==> src/hdl/assert_macros.svh <==
// ----------------------------------------------------------------------------
// assert_macros.svh
// assertion helpers shared by the requantizer modules
// ----------------------------------------------------------------------------
`ifndef ASSERT_MACROS_SVH
`define ASSERT_MACROS_SVH

`ifndef SYNTH
// property must hold at every clock edge outside reset
`define NSR_ASSERT(name, clk, rst_n, prop, msg) \
    name: assert property (@(posedge clk) disable iff (!rst_n) (prop)) else $error(msg);
// expression must never be true outside reset
`define NSR_NEVER(name, clk, rst_n, expr, msg) \
    name: assert property (@(posedge clk) disable iff (!rst_n) !(expr)) else $error(msg);
`else
`define NSR_ASSERT(name, clk, rst_n, prop, msg)
`define NSR_NEVER(name, clk, rst_n, expr, msg)
`endif

`endif

==> src/hdl/nsr_pkg.sv <==
// ----------------------------------------------------------------------------
// nsr_pkg
// shared constants, types and tables of the noise shaping requantizer
// ----------------------------------------------------------------------------
`default_nettype none

package nsr_pkg;

    localparam int CHANNELS    = 2;
    localparam int CH_W        = 1;
    localparam int MAX_OS      = 16;
    localparam int L_W         = 5;
    localparam int MAX_TAPS    = 9;
    localparam int TAP_W       = 4;
    localparam int SAMPLE_BITS = 24;
    localparam int Q_W         = 24;
    localparam int CFG_IDX_W   = 2;
    localparam int CFG_DATA_W  = 24;
    localparam int DIV_N_W     = 48;
    localparam int DIV_D_W     = 40;
    localparam int DIV_CNT_W   = 6;
    localparam int DRAW_W      = 4;

    localparam logic [31:0] LFSR_MASK = 32'hD000_0001;
    localparam logic [31:0] LFSR_SEED = 32'h0000_0001;

    typedef enum logic [CFG_IDX_W-1:0] {
        CFG_OVERSAMPLING = 2'd0,
        CFG_QUANT_STEP   = 2'd1,
        CFG_DITHER_MODE  = 2'd2,
        CFG_SHAPING_SET  = 2'd3
    } cfg_idx_t;

    typedef enum logic [1:0] {
        DITH_NONE = 2'd0,
        DITH_RECT = 2'd1,
        DITH_TRI  = 2'd2,
        DITH_HP   = 2'd3
    } dith_mode_t;

    typedef enum logic [1:0] {
        DIV_INTERP = 2'd0,
        DIV_QUANT  = 2'd1,
        DIV_MEAN   = 2'd2
    } div_op_t;

    typedef enum logic [4:0] {
        S_IDLE, S_PT_MUL, S_PT_GO, S_PT_WAIT, S_PT_SUM,
        S_FB_MUL, S_FB_ACC, S_FB_RND, S_FB_SUB,
        S_DRAW1, S_CAP, S_DRAW2, S_DITH,
        S_Q_MUL, S_Q_NUM, S_Q_GO, S_Q_WAIT, S_Q_PROD, S_Q_Y, S_ERR,
        S_MEAN_GO, S_MEAN_WAIT, S_MEAN_SAT, S_OUT
    } state_t;

    typedef struct packed {
        logic    accept;
        logic    diffk_load;
        logic    div_start;
        div_op_t div_op;
        logic    point_load;
        logic    fb_mul;
        logic    fb_acc;
        logic    fb_rnd;
        logic    fb_sub;
        logic    lfsr_step;
        logic    u1_cap;
        logic    dith_load;
        logic    dq_load;
        logic    num_load;
        logic    yprod_load;
        logic    y_load;
        logic    err_commit;
        logic    mean_load;
        logic    out_load;
    } nsr_cmd_t;

    typedef struct packed {
        logic       div_done;
        logic       taps_zero;
        logic       tap_last;
        logic       draw_last;
        logic       point_last;
        dith_mode_t dith_mode;
    } nsr_status_t;

    // filter order of a shaping set, zero for none or unused codes
    function automatic logic [TAP_W-1:0] shaping_taps(input logic [2:0] set);
        logic [TAP_W-1:0] n;
        unique case (set)
            3'd1:    n = TAP_W'(1);
            3'd2:    n = TAP_W'(2);
            3'd3:    n = TAP_W'(3);
            3'd4:    n = TAP_W'(5);
            3'd5:    n = TAP_W'(9);
            default: n = '0;
        endcase
        return n;
    endfunction

    // q4.12 feedback coefficients
    function automatic logic signed [15:0] shaping_coef(input logic [2:0] set,
                                                         input logic [TAP_W-1:0] tap);
        logic signed [15:0] row [MAX_TAPS];
        row = '{default: 16'sd0};
        unique case (set)
            3'd1: row = '{16'sd4096, 16'sd0, 16'sd0, 16'sd0, 16'sd0,
                          16'sd0, 16'sd0, 16'sd0, 16'sd0};
            3'd2: row = '{16'sd8192, -16'sd4096, 16'sd0, 16'sd0, 16'sd0,
                          16'sd0, 16'sd0, 16'sd0, 16'sd0};
            3'd3: row = '{16'sd6648, -16'sd4022, 16'sd446, 16'sd0, 16'sd0,
                          16'sd0, 16'sd0, 16'sd0, 16'sd0};
            3'd4: row = '{16'sd8327, -16'sd8868, 16'sd8024, -16'sd6513, 16'sd2519,
                          16'sd0, 16'sd0, 16'sd0, 16'sd0};
            3'd5: row = '{16'sd9880, -16'sd13804, 16'sd16126, -16'sd17097, 16'sd13734,
                          -16'sd9032, 16'sd5247, -16'sd2331, 16'sd347};
            default: row = '{default: 16'sd0};
        endcase
        return (tap < TAP_W'(MAX_TAPS)) ? row[tap] : 16'sd0;
    endfunction

endpackage

`default_nettype wire

==> src/hdl/nsr_ctrl.sv <==
// ----------------------------------------------------------------------------
// nsr_ctrl
// sequencer: steps the datapath through points, taps, draws and divisions
// ----------------------------------------------------------------------------
`default_nettype none
`include "assert_macros.svh"

module nsr_ctrl (
    input  logic                 aclk,
    input  logic                 aresetn,
    input  logic                 s_valid,
    output logic                 s_ready,
    output logic                 m_valid,
    input  logic                 m_ready,
    input  nsr_pkg::nsr_status_t status,
    output nsr_pkg::nsr_cmd_t    cmd
);
    import nsr_pkg::*;

    state_t state_reg, state_next;
    logic   m_valid_reg, m_valid_next;
    logic   out_free;
    logic   div_wait;

    assign out_free = !m_valid_reg || m_ready;

    // states that wait on the divider
    assign div_wait = (state_reg == S_PT_WAIT) || (state_reg == S_Q_WAIT) ||
                      (state_reg == S_MEAN_WAIT);

    // next state
    always_comb begin
        state_next = state_reg;
        unique case (state_reg)
            S_IDLE:      if (s_valid) state_next = S_PT_MUL;
            S_PT_MUL:    state_next = S_PT_GO;
            S_PT_GO:     state_next = S_PT_WAIT;
            S_PT_WAIT:   if (status.div_done) state_next = S_PT_SUM;
            S_PT_SUM:    state_next = status.taps_zero ? S_FB_RND : S_FB_MUL;
            S_FB_MUL:    state_next = S_FB_ACC;
            S_FB_ACC:    state_next = status.tap_last ? S_FB_RND : S_FB_MUL;
            S_FB_RND:    state_next = S_FB_SUB;
            S_FB_SUB:    state_next = (status.dith_mode == DITH_NONE) ? S_DITH : S_DRAW1;
            S_DRAW1: begin
                if (status.draw_last) begin
                    state_next = (status.dith_mode == DITH_TRI) ? S_CAP : S_DITH;
                end
            end
            S_CAP:       state_next = S_DRAW2;
            S_DRAW2:     if (status.draw_last) state_next = S_DITH;
            S_DITH:      state_next = S_Q_MUL;
            S_Q_MUL:     state_next = S_Q_NUM;
            S_Q_NUM:     state_next = S_Q_GO;
            S_Q_GO:      state_next = S_Q_WAIT;
            S_Q_WAIT:    if (status.div_done) state_next = S_Q_PROD;
            S_Q_PROD:    state_next = S_Q_Y;
            S_Q_Y:       state_next = S_ERR;
            S_ERR:       state_next = status.point_last ? S_MEAN_GO : S_PT_MUL;
            S_MEAN_GO:   state_next = S_MEAN_WAIT;
            S_MEAN_WAIT: if (status.div_done) state_next = S_MEAN_SAT;
            S_MEAN_SAT:  state_next = S_OUT;
            S_OUT:       if (out_free) state_next = S_IDLE;
            default:     state_next = S_IDLE;
        endcase
    end

    // commands
    always_comb begin
        cmd        = '0;
        cmd.div_op = DIV_INTERP;
        unique case (state_reg)
            S_IDLE:      cmd.accept = s_valid;
            S_PT_MUL:    cmd.diffk_load = 1'b1;
            S_PT_GO: begin
                cmd.div_start = 1'b1;
                cmd.div_op    = DIV_INTERP;
            end
            S_PT_SUM:    cmd.point_load = 1'b1;
            S_FB_MUL:    cmd.fb_mul = 1'b1;
            S_FB_ACC:    cmd.fb_acc = 1'b1;
            S_FB_RND:    cmd.fb_rnd = 1'b1;
            S_FB_SUB:    cmd.fb_sub = 1'b1;
            S_DRAW1:     cmd.lfsr_step = 1'b1;
            S_CAP:       cmd.u1_cap = 1'b1;
            S_DRAW2:     cmd.lfsr_step = 1'b1;
            S_DITH:      cmd.dith_load = 1'b1;
            S_Q_MUL:     cmd.dq_load = 1'b1;
            S_Q_NUM:     cmd.num_load = 1'b1;
            S_Q_GO: begin
                cmd.div_start = 1'b1;
                cmd.div_op    = DIV_QUANT;
            end
            S_Q_PROD:    cmd.yprod_load = 1'b1;
            S_Q_Y:       cmd.y_load = 1'b1;
            S_ERR:       cmd.err_commit = 1'b1;
            S_MEAN_GO: begin
                cmd.div_start = 1'b1;
                cmd.div_op    = DIV_MEAN;
            end
            S_MEAN_SAT:  cmd.mean_load = 1'b1;
            S_OUT:       cmd.out_load = out_free;
            default:     cmd = '0;
        endcase
    end

    always_comb begin
        m_valid_next = m_valid_reg;
        if (cmd.out_load) begin
            m_valid_next = 1'b1;
        end else if (m_ready) begin
            m_valid_next = 1'b0;
        end
    end

    always_ff @(posedge aclk) begin
        if (!aresetn) begin
            state_reg   <= S_IDLE;
            m_valid_reg <= 1'b0;
        end else begin
            state_reg   <= state_next;
            m_valid_reg <= m_valid_next;
        end
    end

    assign s_ready = (state_reg == S_IDLE);
    assign m_valid = m_valid_reg;

    `NSR_ASSERT(a_result_held, aclk, aresetn, m_valid_reg && !m_ready |=> m_valid_reg, "beat dropped")
    `NSR_NEVER(a_done_in_wait, aclk, aresetn, status.div_done && !div_wait, "stray divider done")

endmodule

`default_nettype wire

==> config.mk <==
export PLATFORM = sky130hd
export DESIGN_NAME = nsr_ctrl
export DESIGN_NICKNAME = d
export VERILOG_FILES = /design/src/hdl/nsr_pkg.sv /design/src/hdl/nsr_ctrl.sv
export VERILOG_INCLUDE_DIRS = /design/src /design/src/hdl
export SDC_FILE = /design/constraint.sdc
export NUM_CORES = 1
export LEC_CHECK = 0
export ABC_CLOCK_PERIOD_IN_PS = 2600
export CAP_MARGIN = 5
export CELL_PAD_IN_SITES_DETAIL_PLACEMENT = 0
export CELL_PAD_IN_SITES_GLOBAL_PLACEMENT = 2
export CORE_AREA = 2 2 55 57
export CTS_CLUSTER_SIZE = 24
export DETAILED_ROUTE_END_ITERATION = 10
export DIE_AREA = 0 0 57 59
export DONT_BUFFER_PORTS = 1
export PLACE_DENSITY_LB_ADDON = 0.1
export SYNTH_ARGS = -nofsm -noshare
export SYNTH_HDL_FRONTEND = slang
export SYNTH_SLANG_ARGS = --single-unit
==> constraint.sdc <==
create_clock -name aclk -period 2.6 [get_ports aclk]
set_clock_uncertainty 0.15 [all_clocks]
set_input_delay 0.52 -clock aclk [delete_from_list [all_inputs] [get_ports aclk]]
set_output_delay 0.52 -clock aclk [all_outputs]
set_load 0.01 [all_outputs]
# [Word level (Yosys, flattened, before mapping)]
# Cells that the tools add are included.
[word_totals] register_bits=6 inputBits=11 output_inout_bits=22 elab_cells=73
[classes] n_eq_ne=31 n_mux=33 reduce_logical=7
[ops] op="5-bit case mux with 24 select lines" count=1
[ops] op="5-bit by 4-bit == test with 1-bit output, second input constant" count=8
[ops] op="5-bit == test, second input constant" count=8
[ops] op="5-bit 2-to-1 mux" count=8
[ops] op="5-bit by 3-bit == test with 1-bit output, second input constant" count=4
[ops] op="1-bit 2-to-1 mux" count=19
[ops] op="2-bit inequality test, second input constant" count=7
[ops] op="5-bit by 2-bit == test with 1-bit output, second input constant" count=2
[ops] op="3-bit case mux with 3 select lines" count=1
[ops] op="7-bit AND reduction" count=1
[ops] op="3-bit 2-to-1 mux" count=2
[ops] op="5-bit by 1-bit == test with 1-bit output, second input constant" count=1
[ops] op="5-bit logical NOT" count=1
[ops] op="2-bit 2-to-1 mux" count=2
[ops] op="2-bit == test, second input constant" count=1
[ops] op="2-bit logical NOT" count=1
[ops] op="2-bit nonzero test" count=1
[ops] op="2-bit OR reduction" count=1
[ops] op="1-bit logical NOT" count=1
[ops] op="1-bit logical OR" count=1

# [Depth between registers and ports, before layout]
[depth] word_depth=4 ltp_mapped=7 ltp_nobuf=5

# [Worst setup path after synthesis]
# OpenSTA, ideal clock, no wires.
[synth_timing] path_type="reg-to-reg" start="register state_reg[4]" end="register state_reg[2]" setup_ns=0.116 arrival_ns=1.632 required_time_ns=2.334 setup_slack_ns=0.702 stages_incl_launch_ff=7 path_buffers=1 synth_period_minus_slack_ns=1.898 cell_sequence="dfxtp_1 > buf_6 > or3b_4 > a2111oi_4 > a2111oi_4 > and3_1 > o211a_1"
[synth_via] elab_chain_len=3 word_cells_on_any_way=33 cone_classes="eq/ne: 30; mux: 1; reduce/logical: 2"
[synth_lines] element="start: declaration" line="nsr_ctrl.sv:20" source="state_t state_reg, state_next;"
[synth_lines] element="start signal: assignment" line="nsr_ctrl.sv:120" source="state_reg <= state_next;"
[synth_lines] element="5-bit == test (tied with other cells)" line="nsr_ctrl.sv:34" source="unique case (state_reg)"
[synth_lines] element="2-bit inequality test (no source line)"
[synth_lines] element="7-bit AND reduction (no source line)"
# Parallel ways exist; a longest one is shown, timed or not.
# A chain may end at the register's enable or synchronous reset.

==> results.toml <==
[sta]
slew-limit-headroom_pct = 66.12
period_minus_slack_ns = 2.303
max_freq_mhz = 434.2
drv_slew = 0
finalCritPeriodShare_pct = 88.58
holdWs_ns = 0.2662
setup_ws_ns = 0.2969
tightest_slew_ns = 0.5035
setup_viol = 0
rsz0062_at_grt = "no"
finalHoldViolations = 0
setup-tns-final_ns = 0

[cts]
postCtsSetupBuffers = 0
cts_tree = "done"
clockBufferDepth = 2
clk_latency_ns = 0.24
htree_levels = 1
cts_buffers = 3
cts.repair.resized = 0
path_clk_slew_ns = 0.04
root_buffer = "clkbuf_4"
cts.sinks = 6
holdBufCountCts = 0

[drt]
routedWlPerCell_um = 17.18
vias = 745
drtPass1Iterations = 4
drt-total-wl_mm = 2.285
drc_errors = 0
postRouteAntennaNets = 0
vias_per_cell = 5.602
detailedRoute.firstIterationViolations = 28

[logic_synthesis]
synth_nets = 114
ys.flop_type = "dfxtp_1"
synth_edf_count = 0
synth_cell_types = 40
synth_seq_cells = 6
ys_seq_area_share_pct = 15.26
ys_async_sr_fraction_pct = 0
syn_area_per_cell_um2 = 7.641
synth_area_um2 = 787.0
yosysWarnings = 0
syn_inst = 103

[finish]
drive_above_1_share_pct = 18.63
diodes = 0
fin_nets = 115
final_common_cell = "nor2_1"
mostFrequentLayoutCells = "nor2_1 (23), nor3_1 (7), a21oi_1 (7), dfxtp_1 (6), buf_4 (6)"
syn_to_final_growth_pct = 1.590
largest_reg_flops = 5

[setup_path]
path_buf_inv = 0
crit_chain = "or3b_4 > a21boi_0 > or2_1"
cpMaxStageDelayCell = "dfxtp_1"
slowest_delay_ns = 0.56
critPathMaxFanout = 14
start_kind = "register"
cp.required_ns = 1.93
critPathTopFamily = "simple AND/OR/NAND/NOR gates"
crit_arrival_ns = 1.63
cp-end-kind = "primary output"
criticalPathCategory = "reg2out"

[place]
hpwl_mm = 1.791
pre_cts_ws_ns = 0.4489
portBuffers = 0
gp_routability_congestion = 0.6964

[die]
ioPinCount = 33
core-area_um2 = 2710
dieArea_um2 = 3363
die_w_um = 57
start_util_pct = 29.04
row_count = 19
dieHeight_um = 59

[power]
ir_worst_vdd_v = 0.0004598
p_total_mw = 0.8526
powerDensity_nw_per_um2 = 1066
leakage_nw = 0.2781

[grt]
globalRouteOverflowTotal = 0
grt_start_max_net_pins = 16
antenna_found_initial = 0
grt_pass1_vias = 712
grt_pass1_wl_mm = 3.712
gr-usage-all-layers_pct = 14.31

[worst_hold_path]
hp-class = "in2reg"

[flow_run]
max_cap_violations = 0

[outcome]
status = "completed"
[worst paths after layout]
path / startpoint / end / slack [ns] / depth (start not counted)
worst max-delay path: state_reg[1] / cmd[17] / 0.30 / 3
worst max register to register: state_reg[1] / state_reg[2] / 0.43 / 5
worst min register to register: state_reg[0] / state_reg[0] / 0.45 / 2
worst min-delay path: aresetn / state_reg[4] / 0.27 / 1
[final cells by class]
type	count	area, µm²
Fill cell	308	1911
Multi-Input combinational cell	81	536.8
Sequential cell	6	120.1
Timing Repair Buffer	6	45.04
Tap cell	31	38.79
Inverter	6	36.28
Clock buffer	3	22.52
[Yosys cell counts, types with 2 or more instances]
master / n / area share, %
o211a_1: 2 / 2.5
nand3b_1: 3 / 2.9
dfxtp_1: 6 / 15
buf_6: 6 / 8.6
nand2_1: 4 / 1.9
nor2_1: 23 / 11
or3b_4: 2 / 2.9
inv_1: 5 / 2.4
or2_1: 2 / 1.6
a2111oi_4: 2 / 7.0
a31oi_1: 2 / 1.6
nor3_1: 7 / 4.5
a21oi_1: 7 / 4.5
o21ai_0: 4 / 2.5
buf_4: 3 / 2.9
[worst register-to-register path, delay by kind of cell, from the launching register on]
kind | cells | cell delay, ns
flops | 1 | 0.56
simple gates | 2 | 0.66
compound gates | 3 | 0.69
[metrics by stage]
stage | std cells | area (µm²) | utilization [%]
after CTS | 133 | 799.5 | 29.50
after floorplan | 103 | 787.0 | -
after global placement | 130 | 777.0 | 28.67
after global routing | 133 | 799.5 | 29.50
final | 133 | 799.5 | 29.50
after detailed placement | 130 | 777.0 | 28.67
[kinds of logic (layout without fill, tap and decap cells)]
logic type	Yosys count	after routing	share of synthesized area [%]
xor+xnor	1	1	1.113
simple gates	53	53	38.00
buf+inv	16	15	16.53
compound gates	27	27	29.10
flops	6	6	15.26
[power breakdown]
group          internal [mW]  switching [mW]  leakage (nW)
logic                  0.260           0.316         0.215
clock network         0.0521          0.0318        0.0138
registers              0.120          0.0727        0.0492
[per-layer routing]
metal  GRT usage [%]  vias up  wire [µm]  part of all wire, %
met3           4.367        0        164                  7.2
met5               0        -          0                    0
li1                -      368          -                    -
met1           18.56      354       1017                   45
met4           2.990        0          0                    0
met2           23.65       23       1104                   48
(Power assumes the default switching activity.)
